<file path="src/rtl/core/bcsr_pkg.sv">
`timescale 1ns / 1ps

package bcsr_pkg;

  // Field and register widths.
  localparam int TOK_W      = 16;
  localparam int HID_W      = 10;
  localparam int ROWS_W     = 10;
  localparam int COLS_W     = 11;
  localparam int ROW_W      = 30;
  localparam int COL_W      = 24;
  localparam int CNT_W      = 16;
  localparam int CFG_ADDR_W = 2;
  localparam int CFG_DATA_W = 11;

  // Serial divider: the numerator covers token_count plus block_cols minus one.
  localparam int DIV_NUM_W  = TOK_W + 1;
  localparam int DIV_DEN_W  = COLS_W;
  localparam int DIV_STEP_W = $clog2(DIV_NUM_W);

  // Block row count: at most MAX_ROWS rows per expert.
  localparam int MAX_ROWS       = 64;
  localparam int R_W            = $clog2(MAX_ROWS) + 1;
  localparam int RIDX_W         = $clog2(MAX_ROWS);
  localparam int MIN_BLOCK_ROWS = 16;

  // Register indexes on the configuration port.
  localparam logic [CFG_ADDR_W-1:0] CFG_BLOCK_ROWS = 2'd0;
  localparam logic [CFG_ADDR_W-1:0] CFG_BLOCK_COLS = 2'd1;

  typedef enum logic [1:0] {
    ST_IDLE,
    ST_DIV_G,
    ST_DIV_R,
    ST_EMIT
  } bcsr_state_t;

  typedef struct packed {
    logic load_item;
    logic cap_g;
    logic start_div_r;
    logic cap_r;
    logic bump_base;
    logic emit_row;
  } bcsr_cmd_t;

  typedef struct packed {
    logic div_done;
    logic r_zero;
    logic row_last;
    logic out_free;
  } bcsr_status_t;

endpackage

</file>
<file path="src/rtl/core/bcsr_div.sv">
`timescale 1ns / 1ps

module bcsr_div (
  input  logic                           clk,
  input  logic                           rst_n,
  input  logic                           start,
  input  logic [bcsr_pkg::DIV_NUM_W-1:0] num,
  input  logic [bcsr_pkg::DIV_DEN_W-1:0] den,
  output logic                           done,
  output logic [bcsr_pkg::DIV_NUM_W-1:0] quot
);
  import bcsr_pkg::*;

  localparam logic [DIV_STEP_W-1:0] LAST_STEP = DIV_STEP_W'(DIV_NUM_W - 1);

  logic                  busy_r, busy_nxt;
  logic                  done_r, done_nxt;
  logic [DIV_STEP_W-1:0] step_r, step_nxt;
  logic [DIV_NUM_W-1:0]  q_r, q_nxt;
  logic [DIV_DEN_W-1:0]  rem_r, rem_nxt;
  logic [DIV_DEN_W-1:0]  den_r, den_nxt;
  logic [DIV_DEN_W:0]    shifted;
  logic [DIV_DEN_W:0]    diff;

  // Restoring division, one quotient bit per cycle. The numerator shifts out
  // of q_r at the top while quotient bits enter at the bottom.
  always_comb begin
    shifted  = {rem_r, q_r[DIV_NUM_W-1]};
    diff     = shifted - {1'b0, den_r};
    busy_nxt = busy_r;
    done_nxt = 1'b0;
    step_nxt = step_r;
    q_nxt    = q_r;
    rem_nxt  = rem_r;
    den_nxt  = den_r;
    if (start) begin
      busy_nxt = 1'b1;
      step_nxt = '0;
      q_nxt    = num;
      rem_nxt  = '0;
      den_nxt  = den;
    end else if (busy_r) begin
      if (shifted >= {1'b0, den_r}) begin
        rem_nxt = diff[DIV_DEN_W-1:0];
        q_nxt   = {q_r[DIV_NUM_W-2:0], 1'b1};
      end else begin
        rem_nxt = shifted[DIV_DEN_W-1:0];
        q_nxt   = {q_r[DIV_NUM_W-2:0], 1'b0};
      end
      step_nxt = step_r + 1'b1;
      if (step_r == LAST_STEP) begin
        busy_nxt = 1'b0;
        done_nxt = 1'b1;
      end
    end
  end

  always_ff @(posedge clk) begin
    if (!rst_n) begin
      busy_r <= 1'b0;
      done_r <= 1'b0;
      step_r <= '0;
    end else begin
      busy_r <= busy_nxt;
      done_r <= done_nxt;
      step_r <= step_nxt;
    end
  end

  always_ff @(posedge clk) begin
    q_r   <= q_nxt;
    rem_r <= rem_nxt;
    den_r <= den_nxt;
  end

  assign done = done_r;
  assign quot = q_r;

endmodule

</file>
<file path="src/rtl/core/bcsr_datapath.sv">
`timescale 1ns / 1ps

module bcsr_datapath (
  input  logic                            clk,
  input  logic                            rst_n,
  input  logic                            cfg_we,
  input  logic [bcsr_pkg::CFG_ADDR_W-1:0] cfg_addr,
  input  logic [bcsr_pkg::CFG_DATA_W-1:0] cfg_wdata,
  input  logic                            in_first_expert,
  input  logic [bcsr_pkg::TOK_W-1:0]      in_token_count,
  input  logic [bcsr_pkg::HID_W-1:0]      in_hidden_dim,
  input  bcsr_pkg::bcsr_cmd_t             cmd,
  output bcsr_pkg::bcsr_status_t          status,
  output logic                            out_valid,
  input  logic                            out_stall,
  output logic [bcsr_pkg::ROW_W-1:0]      out_row_end,
  output logic [bcsr_pkg::COL_W-1:0]      out_first_col,
  output logic [bcsr_pkg::CNT_W-1:0]      out_col_count,
  output logic                            out_last
);
  import bcsr_pkg::*;

  logic [ROWS_W-1:0]    block_rows_r;
  logic [COLS_W-1:0]    block_cols_r;
  logic [ROW_W-1:0]     row_offset_r;
  logic [COL_W-1:0]     column_base_r;
  logic [HID_W-1:0]     hidden_r;
  logic [CNT_W-1:0]     g_r;
  logic [R_W-1:0]       r_r;
  logic [RIDX_W-1:0]    row_idx_r;
  logic                 out_valid_r;
  logic [ROW_W-1:0]     out_row_end_r;
  logic [COL_W-1:0]     out_first_col_r;
  logic [CNT_W-1:0]     out_col_count_r;
  logic                 out_last_r;

  logic [COLS_W-1:0]    kx;
  logic [ROWS_W-1:0]    ky;
  logic [DIV_NUM_W-1:0] num_g;
  logic [HID_W:0]       num_r_short;
  logic [DIV_NUM_W-1:0] div_num;
  logic [DIV_DEN_W-1:0] div_den;
  logic                 div_start;
  logic                 div_done;
  logic [DIV_NUM_W-1:0] div_q;
  logic [R_W-1:0]       r_clamped;
  logic [ROW_W-1:0]     row_sum;
  logic                 row_last;

  // Out-of-range block sizes fall back to the smallest legal size.
  assign kx = (block_cols_r == '0) ? COLS_W'(1) : block_cols_r;
  assign ky = (block_rows_r < ROWS_W'(MIN_BLOCK_ROWS)) ? ROWS_W'(MIN_BLOCK_ROWS) : block_rows_r;

  // Ceiling division as floor((n + d - 1) / d); a zero count still yields zero.
  assign num_g       = {1'b0, in_token_count} + DIV_NUM_W'(kx) - DIV_NUM_W'(1);
  assign num_r_short = {1'b0, hidden_r} + (HID_W + 1)'(ky) - (HID_W + 1)'(1);

  assign div_start = cmd.load_item | cmd.start_div_r;
  assign div_num   = cmd.load_item ? num_g : DIV_NUM_W'(num_r_short);
  assign div_den   = cmd.load_item ? kx : DIV_DEN_W'(ky);

  bcsr_div u_div (
    .clk   (clk),
    .rst_n (rst_n),
    .start (div_start),
    .num   (div_num),
    .den   (div_den),
    .done  (div_done),
    .quot  (div_q)
  );

  assign r_clamped = (div_q > DIV_NUM_W'(MAX_ROWS)) ? R_W'(MAX_ROWS) : div_q[R_W-1:0];
  assign row_sum   = row_offset_r + ROW_W'(g_r);
  assign row_last  = (R_W'(row_idx_r) + R_W'(1)) == r_r;

  assign status.div_done = div_done;
  assign status.r_zero   = (div_q == '0);
  assign status.row_last = row_last;
  assign status.out_free = !out_valid_r || !out_stall;

  always_ff @(posedge clk) begin
    if (!rst_n) begin
      block_rows_r  <= ROWS_W'(MIN_BLOCK_ROWS);
      block_cols_r  <= COLS_W'(1);
      row_offset_r  <= '0;
      column_base_r <= '0;
      out_valid_r   <= 1'b0;
    end else begin
      if (cfg_we && cfg_addr == CFG_BLOCK_ROWS) begin
        block_rows_r <= cfg_wdata[ROWS_W-1:0];
      end
      if (cfg_we && cfg_addr == CFG_BLOCK_COLS) begin
        block_cols_r <= cfg_wdata[COLS_W-1:0];
      end
      if (cmd.load_item && in_first_expert) begin
        row_offset_r  <= '0;
        column_base_r <= '0;
      end
      if (cmd.emit_row) begin
        row_offset_r <= row_sum;
      end
      // The column base moves on once the expert's rows are done, or at
      // once when the expert has no rows at all.
      if (cmd.bump_base || (cmd.emit_row && row_last)) begin
        column_base_r <= column_base_r + COL_W'(g_r);
      end
      if (cmd.emit_row) begin
        out_valid_r <= 1'b1;
      end else if (!out_stall) begin
        out_valid_r <= 1'b0;
      end
    end
  end

  always_ff @(posedge clk) begin
    if (cmd.load_item) begin
      hidden_r <= in_hidden_dim;
    end
    if (cmd.cap_g) begin
      g_r <= div_q[CNT_W-1:0];
    end
    if (cmd.cap_r) begin
      r_r       <= r_clamped;
      row_idx_r <= '0;
    end else if (cmd.emit_row) begin
      row_idx_r <= row_idx_r + 1'b1;
    end
    if (cmd.emit_row) begin
      out_row_end_r   <= row_sum;
      out_first_col_r <= column_base_r;
      out_col_count_r <= g_r;
      out_last_r      <= row_last;
    end
  end

  assign out_valid     = out_valid_r;
  assign out_row_end   = out_row_end_r;
  assign out_first_col = out_first_col_r;
  assign out_col_count = out_col_count_r;
  assign out_last      = out_last_r;

endmodule

</file>
<file path="src/rtl/core/bcsr_ctrl.sv">
`timescale 1ns / 1ps

module bcsr_ctrl (
  input  logic                   clk,
  input  logic                   rst_n,
  input  logic                   in_valid,
  output logic                   in_stall,
  input  bcsr_pkg::bcsr_status_t status,
  output bcsr_pkg::bcsr_cmd_t    cmd
);
  import bcsr_pkg::*;

  bcsr_state_t state_r, state_nxt;

  always_ff @(posedge clk) begin
    if (!rst_n) begin
      state_r <= ST_IDLE;
    end else begin
      state_r <= state_nxt;
    end
  end

  always_comb begin
    state_nxt = state_r;
    cmd       = '0;
    in_stall  = !rst_n || (state_r != ST_IDLE);
    case (state_r)
      ST_IDLE: begin
        if (in_valid && !in_stall) begin
          cmd.load_item = 1'b1;
          state_nxt     = ST_DIV_G;
        end
      end
      ST_DIV_G: begin
        if (status.div_done) begin
          cmd.cap_g       = 1'b1;
          cmd.start_div_r = 1'b1;
          state_nxt       = ST_DIV_R;
        end
      end
      ST_DIV_R: begin
        if (status.div_done) begin
          cmd.cap_r = 1'b1;
          if (status.r_zero) begin
            cmd.bump_base = 1'b1;
            state_nxt     = ST_IDLE;
          end else begin
            state_nxt = ST_EMIT;
          end
        end
      end
      ST_EMIT: begin
        if (status.out_free) begin
          cmd.emit_row = 1'b1;
          if (status.row_last) begin
            state_nxt = ST_IDLE;
          end
        end
      end
      default: begin
        state_nxt = ST_IDLE;
      end
    endcase
  end

endmodule

</file>
<file path="src/rtl/core/block_csr_builder.sv">
`timescale 1ns / 1ps

// Block-sparse CSR builder, one expert per input word.
// Input channel (in_*): first_expert, token_count and hidden_dim of one expert.
// A word is taken when in_valid is high and in_stall is low. first_expert set
// restarts the row pointer and the column base at zero before this expert.
// Result channel (out_*): one word per block row of the expert, carrying the
// running row pointer, the first global column, the column count and a last
// flag on the expert's final row. An expert with zero hidden dimension gives
// no words but still advances the column base.
// Configuration (cfg_*): block_rows at index 0, block_cols at index 1; the user
// must write them only while the block is idle, which the block does not enforce.
// Timing: both ceiling divisions run on one shared serial divider, one bit per
// cycle, 17 steps each; the second starts when the first is done, and the first
// row word follows it. Rows then follow one per cycle while out_stall is low. The
// next input word is taken only once the expert's divisions and row words are done.
// A stalled result word holds; the row sequencer waits for it and the divider
// for the next expert runs while the final word of the previous one waits.
// Reset (synchronous, active low) restores block_rows 16 and block_cols 1,
// clears both accumulators and drops out_valid.
module block_csr_builder (
  input  logic                            clk,
  input  logic                            rst_n,
  input  logic                            cfg_we,
  input  logic [bcsr_pkg::CFG_ADDR_W-1:0] cfg_addr,
  input  logic [bcsr_pkg::CFG_DATA_W-1:0] cfg_wdata,
  input  logic                            in_valid,
  output logic                            in_stall,
  input  logic                            in_first_expert,
  input  logic [bcsr_pkg::TOK_W-1:0]      in_token_count,
  input  logic [bcsr_pkg::HID_W-1:0]      in_hidden_dim,
  output logic                            out_valid,
  input  logic                            out_stall,
  output logic [bcsr_pkg::ROW_W-1:0]      out_row_end,
  output logic [bcsr_pkg::COL_W-1:0]      out_first_col,
  output logic [bcsr_pkg::CNT_W-1:0]      out_col_count,
  output logic                            out_last
);
  import bcsr_pkg::*;

  bcsr_cmd_t    cmd;
  bcsr_status_t status;

  bcsr_ctrl u_ctrl (
    .clk      (clk),
    .rst_n    (rst_n),
    .in_valid (in_valid),
    .in_stall (in_stall),
    .status   (status),
    .cmd      (cmd)
  );

  bcsr_datapath u_datapath (
    .clk             (clk),
    .rst_n           (rst_n),
    .cfg_we          (cfg_we),
    .cfg_addr        (cfg_addr),
    .cfg_wdata       (cfg_wdata),
    .in_first_expert (in_first_expert),
    .in_token_count  (in_token_count),
    .in_hidden_dim   (in_hidden_dim),
    .cmd             (cmd),
    .status          (status),
    .out_valid       (out_valid),
    .out_stall       (out_stall),
    .out_row_end     (out_row_end),
    .out_first_col   (out_first_col),
    .out_col_count   (out_col_count),
    .out_last        (out_last)
  );

endmodule

</file>
<file path="config.mk">
export PLATFORM = sky130hd
export DESIGN_NAME = block_csr_builder
export DESIGN_NICKNAME = d
export VERILOG_FILES = /design/src/rtl/core/bcsr_pkg.sv /design/src/rtl/core/bcsr_div.sv /design/src/rtl/core/bcsr_datapath.sv /design/src/rtl/core/bcsr_ctrl.sv /design/src/rtl/core/block_csr_builder.sv
export SDC_FILE = /design/constraint.sdc
export NUM_CORES = 1
export LEC_CHECK = 0
export ABC_AREA = 1
export BUFFER_PORTS_ARGS = -buffer_cell sky130_fd_sc_hd__clkbuf_2
export CELL_PAD_IN_SITES_DETAIL_PLACEMENT = 0
export CELL_PAD_IN_SITES_GLOBAL_PLACEMENT = 1
export CORE_UTILIZATION = 45
export DETAILED_ROUTE_END_ITERATION = 8
export GPL_TIMING_DRIVEN = 0
export PLACE_DENSITY_LB_ADDON = 0.1
export SLEW_MARGIN = 0
export SYNTH_ARGS = -nofsm -noshare
export SYNTH_HDL_FRONTEND = slang
export SYNTH_HIERARCHICAL = 1
export SYNTH_SLANG_ARGS = --single-unit
</file>
<file path="constraint.sdc">
create_clock -name clk -period 3.65 [get_ports clk]
set_input_delay 0.5475 -clock clk [delete_from_list [all_inputs] [get_ports clk]]
set_output_delay 0.5475 -clock clk [all_outputs]
set_load 0.03 [all_outputs]
</file>
==> reports/results.tsv, run 1 <==
metric	value	unit
num_vias	12200	
nets	2139	
crit_type	flip-flop to flip-flop	
synthAdderAreaFrac	8.65	%
cts_tree	done	
clkTransAtPathRegs	0.06	ns
grt_pass1_vias	11400	
ant_nets	0	
power_density	426	nW/um^2
rrSetupSlack	0.27	ns
hp-start	in_hidden_dim[9]	
n_antenna_cell	0	
rows	64	
hold_slack	0.182	ns
ir_drop	0.383	mV
path_buf_inv	5	
tightest_slew	0.834	ns
drt-total-wl	36500	um
synth_compound_area_share	9.10	%
hold_viol	0	
drive_above_1_share	13.1	%
end_kind	flip-flop	
synth.most_common_cell	nand2_1	
yosysWarnings	6	
rsz0062_at_grt	no	
cp.depth	10	
critPathLaunchType	flip-flop	
yosys_register_bits	234	
ios	118	
synth-simple-area-share	27.9	%
design_area	16400	um^2
cts_inserted_buffers	27	
hpwlAfterDp	28700	um
syn_nets	1991	
setup_violations	0	
crit_arrival	3.59	ns
finalMaxSlewViolations	0	
timing.rr.start	u_ctrl/state_r[1]$_SDFFE_PN0P_	
synth_top_area_cell	edfxtp_1	
cts_hold_buf	0	
worstRegToRegCells	10	
fin_util	52.9	%
die_h	180	um
synthCells	1850	
slowest_stage	buf_1	
place.gp.congestion	0.905	
critical-path-max-stage-delay	0.43	ns
synth_top_family_by_area	simple AND/OR/NAND/NOR gates	
cts_htree_levels	1	
syn_avg_cell_area	7.74	um^2
min_period_over_period	92.7	%
syn-cell-area	14300	um^2
wl_per_cell	15.1	um
p_leak	7.79	nW
gr-usage-all-layers	22.6	%
critPathMaxFanout	18	
min_period	3.38	ns
start_util	46.3	%
grt_max_degree	29	
synth_top_area_share	27.7	%
first_pass_iters	5	
core	30900	um^2
ys.flop_type	edfxtp_1	
drcViolationCount	0	
crit_chain	buf_6 -> nor2_1 -> nand2_1 -> nor2_4 -> clkbuf_2 -> clkbuf_2 -> or2_2 -> buf_1 -> nor2_1 -> clkinvlp_4	
fin_setup_tns	0	ns
ys_types	50	
drt_iter0_markers	670	
muxShareOfSynthArea	0.140	%
fmax	296	MHz
required	3.85	ns
die_w	180	um
synth_common_cells	nand2_1 (508), inv_1 (312), edfxtp_1 (132)	
vias_per_cell	5.04	
cts_buffer_depth	3	
synth_edf_count	132	
place_area	15400	um^2
hold_class	primary input to flip-flop	
r2r-end	u_datapath/u_div/quot[8]$_DFFE_PP_	
post_cts.repair.setup_buffers	0	
syn_to_final_growth	14.3	%
antenna_found_initial	0	
synth_xor_area_share	2.14	%
seq_area_frac_synth	42.0	%
grt_pass1_wl	59300	um
synthTopCellsByArea	edfxtp_1 (28%), dfxtp_1 (14%), nand2_1 (13%)	
holdPathEnd	u_datapath/hidden_r[9]$_DFFE_PP_	
grt_remaining_overflow	0	
insertion_delay	0.55	ns
status	finished, final reports clean	
critical_path.top_delay_family	buffers and inverters	
port_buffers	117	
cts_sinks	234	
hold_depth	1	
slew_headroom	44.3	%
ys_async_sr_fraction	0	%
finalClockSkew	0.0182	ns
drv_cap	0	
cts_root_buf	clkbuf_16	
fp.dieArea	32500	um^2
fillers	3034	
-- stage by stage --
stage,instances,setup slack (ns),power (mW)
2_1_floorplan,1850,0.255,4.00
3_3_place_gp,2363,-0.964,4.30
4_1_cts,2415,0.0583,7.05
5_1_grt,2415,0.00169,7.33
6_report,2415,0.268,6.97
3_5_place_dp,2365,-0.992,4.31
-- power by group --
group          leakage [nW]  internal, mW  switching (mW)
clock network         0.441          1.61            1.09
logic                  5.22         0.447           0.792
registers              2.13          2.92           0.107
-- how the worst max path moves through the flow --
stage	startpoint	to	slack (ns)
5_1_grt	u_ctrl/state_r[1]$_SDFFE_PN0P_	u_datapath/u_div/quot[10]$_DFFE_PP_	0.002
2_1_floorplan	u_ctrl/state_r[1]$_SDFFE_PN0P_	u_datapath/u_div/quot[0]$_DFFE_PP_	0.25
6_report	u_ctrl/state_r[1]$_SDFFE_PN0P_	u_datapath/u_div/quot[8]$_DFFE_PP_	0.27
4_1_cts	u_ctrl/state_r[1]$_SDFFE_PN0P_	u_datapath/u_div/quot[13]$_DFFE_PP_	0.06
3_5_place_dp	rst_n	u_datapath/u_div/quot[13]$_DFFE_PP_	-0.99
3_3_place_gp	rst_n	u_datapath/u_div/quot[13]$_DFFE_PP_	-0.96
-- placed cells by master (no fill, tap or decap), types with 22 or more instances in the layout --
cell type  instances
a21oi_1          120
a21oi_2           22
clkbuf_1          32
clkbuf_16         27
clkbuf_2         120
dfxtp_1          102
edfxtp_1         132
ha_1              91
inv_1            311
nand2_1          508
nand2_2           39
nand3_1          104
nand4_1           58
nor2_1            97
nor3_1            22
o21ai_0           74
xor2_1            22
-- layer usage --
layer / vias to the layer above / wire length [um] / track usage [%]
met5: - / 0 / 0
met4: 0 / 954 / 6.39
met3: 59 / 1360 / 2.63
met2: 242 / 16800 / 38.5
met1: 5560 / 17400 / 30.2
li1: 6322 / - / -
-- cell type report --
class / count / area [um^2] / share of cell area, %
tap: 396 / 495 / 3.03
sequential: 234 / 6010 / 36.7
clock inverter: 10 / 115 / 0.704
multi-input combinational: 1256 / 6870 / 42.0
clock buffer: 40 / 776 / 4.74
timing repair buffer: 119 / 633 / 3.87
inverter: 317 / 1190 / 7.30
buffer: 43 / 263 / 1.61
-- sequential cells by signal, summed over array words and instances, names as in the netlist, 16 cells and up --
name	flops
u_datapath/out_row_end	30
u_datapath/row_offset_r	30
u_datapath/column_base_r	24
u_datapath/out_first_col	24
u_datapath/u_div/quot	17
u_datapath/g_r	16
u_datapath/out_col_count	16
-- timing repair --
| item | 4_1_cts | 5_1_grt |
|---|---|---|
| endpoints found under the setup margin | 48 | 32 |
| gates resized for setup | 4 | 3 |
| pin swaps | 0 | 0 |
-- cells by family after synthesis --
logic type | count (synthesis)
adder cells (fa/ha/maj) | 96
flip-flops | 234
AND/OR/NAND/NOR | 889
XOR/XNOR | 35
AO/OA/AOI/OAI | 234
buffers and inverters | 360
multiplexers | 2
(Power assumes the default switching activity.)
==> inputs of run 2 (changes only) <==
Settings changed: CORE_UTILIZATION 45 to 47, CTS_BUF_LIST set to sky130_fd_sc_hd__clkbuf_8.
==> run 2 against run 1 <==
  * Cell area is 0.45% lower
  * First-iteration DRC count is 14% higher
  * Combinational power hardly changed
  * Fmax increased by 2.3%
  * Critical path depth did not move
  * Power fell by 3.9%
  * Register-to-register slack better by 0.08 ns
  * Wire length down 0.44%
  * Sequential share of layout area is 0.17 points higher
  * Final cell count increased by 0.87%
  * Largest cell class unchanged
  * Highest routed layer unchanged
==> reports/results.tsv, run 2 (synthesized netlist as in run 1, its figures left out) <==
metric	value	unit	change
status	finished, final reports clean		unchanged
cts_htree_levels	2		was 1
crit_path_start	u_ctrl/state_r[1]$_SDFFE_PN0P_		unchanged
slowest_stage	nor2_2		was buf_1
hpwlAfterDp	28500	um	was 28700 um
ir_drop	0.257	mV	was 0.383 mV
end_kind	flip-flop		unchanged
syn_to_final_growth	13.7	%	was 14.3%
cts_inserted_buffers	42		was 27
p_leak	7.85	nW	was 7.79 nW
drive_above_1_share	13.6	%	was 13.1%
grt_pass1_vias	11500		was 11400
cts_root_buf	clkbuf_8		was clkbuf_16
start_util	48.0	%	was 46.3%
setup_violations	0		unchanged
timing.rr.start	u_ctrl/state_r[1]$_SDFFE_PN0P_		unchanged
final_cell_mix	nand2_1 (508), inv_1 (331), edfxtp_1 (132)		was nand2_1 (508), inv_1 (311), edfxtp_1 (132)
critPathMaxFanout	18		unchanged
drcViolationCount	0		unchanged
first_pass_iters	5		unchanged
ant_nets	0		unchanged
cts_tree	done		unchanged
finalMaxSlewViolations	0		unchanged
die_h	177	um	was 180 um
seqCellArea	6010	um^2	unchanged
crit_type	flip-flop to flip-flop		unchanged
crit_arrival	3.50	ns	was 3.59 ns
tightest_slew	0.814	ns	was 0.834 ns
fin_setup_tns	0	ns	unchanged
required	3.85	ns	about the same
path_buf_inv	5		unchanged
min_period	3.31	ns	was 3.38 ns
critPathLaunchType	flip-flop		unchanged
grt_max_degree	29		unchanged
hold_viol	0		unchanged
critical-path-max-stage-delay	0.42	ns	was 0.43 ns
port_buffers	117		unchanged
nets	2154		was 2139
place.gp.congestion	0.873		was 0.905
gr-usage-all-layers	23.9	%	was 22.6%
vias_per_cell	5.00		was 5.04
fp.dieArea	31200	um^2	was 32500 um^2
grt_remaining_overflow	0		unchanged
hp-start	in_hidden_dim[9]		unchanged
clkTransAtPathRegs	0.06	ns	about the same
fmax	303	MHz	was 296 MHz
rsz0062_at_grt	no		unchanged
post_cts.repair.setup_buffers	0		unchanged
final_common_cell	nand2_1		unchanged
n_antenna_cell	0		unchanged
cts_buffer_depth	3		unchanged
finalClockSkew	0.0189	ns	was 0.0182 ns
design_area	16300	um^2	was 16400 um^2
antenna_found_initial	0		unchanged
crit_chain	buf_6 -> nor2_1 -> nand2_1 -> nor2_2 -> clkbuf_2 -> clkbuf_2 -> or2_2 -> clkbuf_2 -> nor2_1 -> clkinvlp_4		was buf_6 -> nor2_1 -> nand2_1 -> nor2_4 -> clkbuf_2 -> clkbuf_2 -> or2_2 -> buf_1 -> nor2_1 -> clkinvlp_4
rows	63		was 64
wl_per_cell	14.9	um	was 15.1 um
fin_util	54.6	%	was 52.9%
fillers	2960		was 3034
grt_pass1_wl	58800	um	was 59300 um
core	29800	um^2	was 30900 um^2
min_period_over_period	90.6	%	was 92.7%
drv_cap	0		unchanged
ios	118		unchanged
power_density	411	nW/um^2	was 426 nW/um^2
critical_path.top_delay_family	buffers and inverters		unchanged
cts_sinks	234		unchanged
num_vias	12200		about the same
multiInputGateArea	6870	um^2	about the same
slew_headroom	45.7	%	was 44.3%
drt_iter0_markers	761		was 670
die_w	177	um	was 180 um
critPathMostFrequentCell	clkbuf_2		
place_area	15400	um^2	about the same
hold_class	primary input to flip-flop		unchanged
insertion_delay	0.55	ns	about the same
drt-total-wl	36300	um	was 36500 um
## run 2: layout make-up
cell class	count	share of cell area, %
Multi-Input combinational cell	1256	42.2
Buffer	43	1.62
Clock inverter	28	0.991
Sequential cell	234	36.9
Inverter	317	7.33
Tap cell	390	3.00
Timing Repair Buffer	119	3.84
Clock buffer	49	4.14
## run 2: per-stage QoR
step | power, mW | hold slack, ns | cells | worst slack (ns)
CTS | 6.77 | 0.148 | 2436 | 0.0829
finish | 6.69 | 0.188 | 2436 | 0.345
floorplan | 4.00 | 0.430 | 1850 | 0.255
detailed placement | 4.31 | 0.455 | 2359 | -0.985
global route | 7.09 | 0.149 | 2436 | 0.00330
global placement | 4.29 | 0.444 | 2357 | -0.922
## run 2: worst paths after layout
check,depth (start not counted),end,slack [ns]
hold / removal,1,u_datapath/hidden_r[9]$_DFFE_PP_,0.19
hold reg to reg,2,u_datapath/row_offset_r[6]$_SDFFE_PN0P_,0.47
setup / recovery,10,u_datapath/u_div/quot[9]$_DFFE_PP_,0.34
setup reg to reg,10,u_datapath/u_div/quot[9]$_DFFE_PP_,0.34
## run 2: repair_timing
action / CTS / global route
pin swaps: 0 / 0
endpoints found under the setup margin: 39 / 37
hold buffers: 0 / 0
gates resized for setup: 4 / 4
## run 2: layer usage
layer	vias to the layer above	share of wire (%)	wire length [um]	GRT usage, %
met5	-	0	0	0
li1	6353	-	-	-
met3	46	5.4	1950	3.40
met4	0	1.9	704	6.32
met2	302	46	16900	40.4
met1	5478	46	16800	31.8
## run 2: power by group
group	internal, mW	total [mW]	switching, mW
sequential	2.92	3.03	0.110
clock	1.36	2.43	1.07
combinational	0.447	1.24	0.789
total	4.72	6.69	1.97
==> inputs of run 3 (changes only) <==
==> constraint.sdc (replaced) <==
create_clock -name clk -period 3.65 [get_ports clk]
set_input_delay 0.365 -clock clk [delete_from_list [all_inputs] [get_ports clk]]
set_output_delay 0.365 -clock clk [all_outputs]
set_load 0.03 [all_outputs]
==> run 3 against run 2 <==
  * Fmax increased by 0.33%
  * First-iteration DRC count up 1.8%
  * Worst setup slack better by 0.011 ns
  * Clock skew shrank 0.0037 ns
  * Die area is the same
  * Clock power is essentially flat
  * Sequential power about the same
  * Wire length is 0.52% higher
  * Largest power group unchanged
  * Power rose by 0.21%
  * Highest routed layer unchanged
  * Cell area grew 0.65%
  * Critical path type unchanged
  * Count of clock-buffer cells in the layout stayed put
==> reports/results.tsv, run 3 (synthesized netlist as in run 1, its figures left out) <==
metric	value	unit	change
drv_cap	0		unchanged
rows	63		unchanged
min_period	3.29	ns	was 3.31 ns
cts_inserted_buffers	42		unchanged
crit_type	flip-flop to flip-flop		unchanged
fillers	2943		was 2960
core	29800	um^2	unchanged
ios	118		unchanged
gr-usage-met3	3.38	%	was 3.40%
gr-usage-all-layers	24.0	%	was 23.9%
vias_per_cell	5.00		about the same
rsz0062_at_grt	no		unchanged
setup_violations	0		unchanged
die_w	177	um	unchanged
port_buffers	117		unchanged
finalMaxSlewViolations	0		unchanged
timing.rr.start	u_datapath/block_cols_r[3]$_SDFFE_PN0P_		was u_ctrl/state_r[1]$_SDFFE_PN0P_
drt_iter0_markers	775		was 761
r2r-end	u_datapath/u_div/quot[9]$_DFFE_PP_		unchanged
hold_viol	0		unchanged
critPathLaunchType	flip-flop		unchanged
drcViolationCount	0		unchanged
drt-total-wl	36500	um	was 36300 um
dp_cells	2359		unchanged
tightest_slew	0.813	ns	was 0.814 ns
fmax	304	MHz	was 303 MHz
final_common_cell	nand2_1		unchanged
num_vias	12200		about the same
ir_drop	0.389	mV	was 0.257 mV
clkTransAtPathRegs	0.05	ns	was 0.06 ns
drive_above_1_share	13.5	%	was 13.6%
insertion_delay	0.54	ns	was 0.55 ns
hp-start	cfg_wdata[3]		was in_hidden_dim[9]
min_period_over_period	90.3	%	was 90.6%
die_h	177	um	unchanged
cts_sinks	234		unchanged
wl_per_cell	14.9	um	about the same
fp.dieArea	31200	um^2	unchanged
holdPathEnd	u_datapath/block_rows_r[3]$_SDFFE_PN0P_		was u_datapath/hidden_r[9]$_DFFE_PP_
nets	2164		was 2154
final_cell_mix	nand2_1 (508), inv_1 (331), edfxtp_1 (132)		unchanged
use_met1	31.9	%	was 31.8%
cts_htree_levels	2		unchanged
power_density	409	nW/um^2	was 411 nW/um^2
grt_use_met2	40.5	%	was 40.4%
n_antenna_cell	0		unchanged
p_leak	7.89	nW	was 7.85 nW
slew_headroom	45.8	%	was 45.7%
grt_pass1_wl	59100	um	was 58800 um
required	3.94	ns	was 3.85 ns
start_util	48.0	%	unchanged
rrSetupSlack	0.36	ns	was 0.34 ns
crit_arrival	3.58	ns	was 3.50 ns
hold_depth	3		was 1
grt_remaining_overflow	0		unchanged
grt_max_degree	29		unchanged
cts_root_buf	clkbuf_8		unchanged
hpwlAfterDp	28500	um	unchanged
worstRegToRegCells	17		was 10
critPathMaxFanout	4		was 18
first_pass_iters	5		unchanged
end_kind	flip-flop		unchanged
finalClockSkew	0.0151	ns	was 0.0189 ns
fin_cells	2446		was 2436
ant_nets	0		unchanged
grt_pass1_vias	11600		was 11500
hold_class	primary input to flip-flop		unchanged
hold_slack	0.0681	ns	was 0.188 ns
antenna_found_initial	0		unchanged
cts_tree	done		unchanged
top_usage_layer	met2		unchanged
status	finished, final reports clean		unchanged
syn_to_final_growth	14.5	%	was 13.7%
post_cts.repair.setup_buffers	0		unchanged
place.gp.congestion	0.873		unchanged
cts_buffer_depth	3		unchanged
==> run 3: cell count changes in the layout (fill, tap and decap cells not counted) <==
cell	change
nor2_4	+1
nor2_2	-1
dlygate4sd3_1	+10
==> run 3: worst max-delay path by stage <==
stage	cells past startpoint	from	to
after CTS	10	u_ctrl/state_r[1]$_SDFFE_PN0P_	u_datapath/u_div/quot[9]$_DFFE_PP_
final	17	u_datapath/block_cols_r[3]$_SDFFE_PN0P_	u_datapath/u_div/quot[9]$_DFFE_PP_
after detailed placement	9	rst_n	u_datapath/u_div/quot[13]$_DFFE_PP_
after global routing	17	u_datapath/block_cols_r[3]$_SDFFE_PN0P_	u_datapath/u_div/quot[9]$_DFFE_PP_
after floorplan	10	u_ctrl/state_r[1]$_SDFFE_PN0P_	u_datapath/u_div/quot[0]$_DFFE_PP_
after global placement	9	rst_n	u_datapath/u_div/quot[12]$_DFFE_PP_
==> run 3: cell type report <==
type,instances,area (um^2),area share (%)
plain buffers,43,264,1.61
inverters,317,1190,7.28
clock inverters,28,161,0.985
clock buffers,49,674,4.12
flip-flops and latches,234,6010,36.6
repair buffers,129,726,4.43
well taps,390,488,2.98
multi-input cells,1256,6870,41.9
==> run 3: repair_timing <==
item,in CTS,in global routing
hold endpoints to repair,10,0
resized for setup,4,5
gates cloned,0,0
hold buffers,10,0
endpoints found under the setup margin,39,38
==> run 3: power by group <==
part	internal [mW]	leakage, nW	switching (mW)
clock network	1.36	0.504	1.08
registers	2.92	2.13	0.110
logic	0.455	5.26	0.792
total	4.73	7.89	1.98
==> run 3: metrics by stage <==
stage                     cell area (um^2)  setup slack, ns  TNS, ns  power, mW  util, %
after floorplan                      14300            0.255        0       4.00        -
after global placement               15400           -0.739   -21.06       4.29     51.6
after detailed placement             15400           -0.803   -23.58       4.31     51.8
after CTS                            16400           0.0829        0       6.78     55.0
after global routing                 16400           0.0364        0       7.10     55.0
final                                16400            0.356        0       6.71     55.0
==> run 3: critical path, stage by stage, from the launching register on <==
cell      delay (ns)
dfxtp_1         0.33
nor4_1          0.36
a41oi_2         0.21
ha_1            0.23
inv_1           0.09
ha_1            0.20
inv_1           0.07
fa_1            0.35
inv_1           0.09
nand3_1         0.07
nand2_1         0.11
a21boi_0        0.17
o21ai_0         0.24
a21oi_1         0.09
o21ai_0         0.14
o21ai_0         0.15
nand2_1         0.09
nand2_1         0.05
==> run 3: metal layers <==
| metal | share of wire [%] | routed length (um) |
|---|---|---|
| met5 | 0 | 0 |
| met4 | 2.0 | 741 |
| met3 | 4.9 | 1790 |
| met2 | 47 | 17000 |
| met1 | 46 | 17000 |
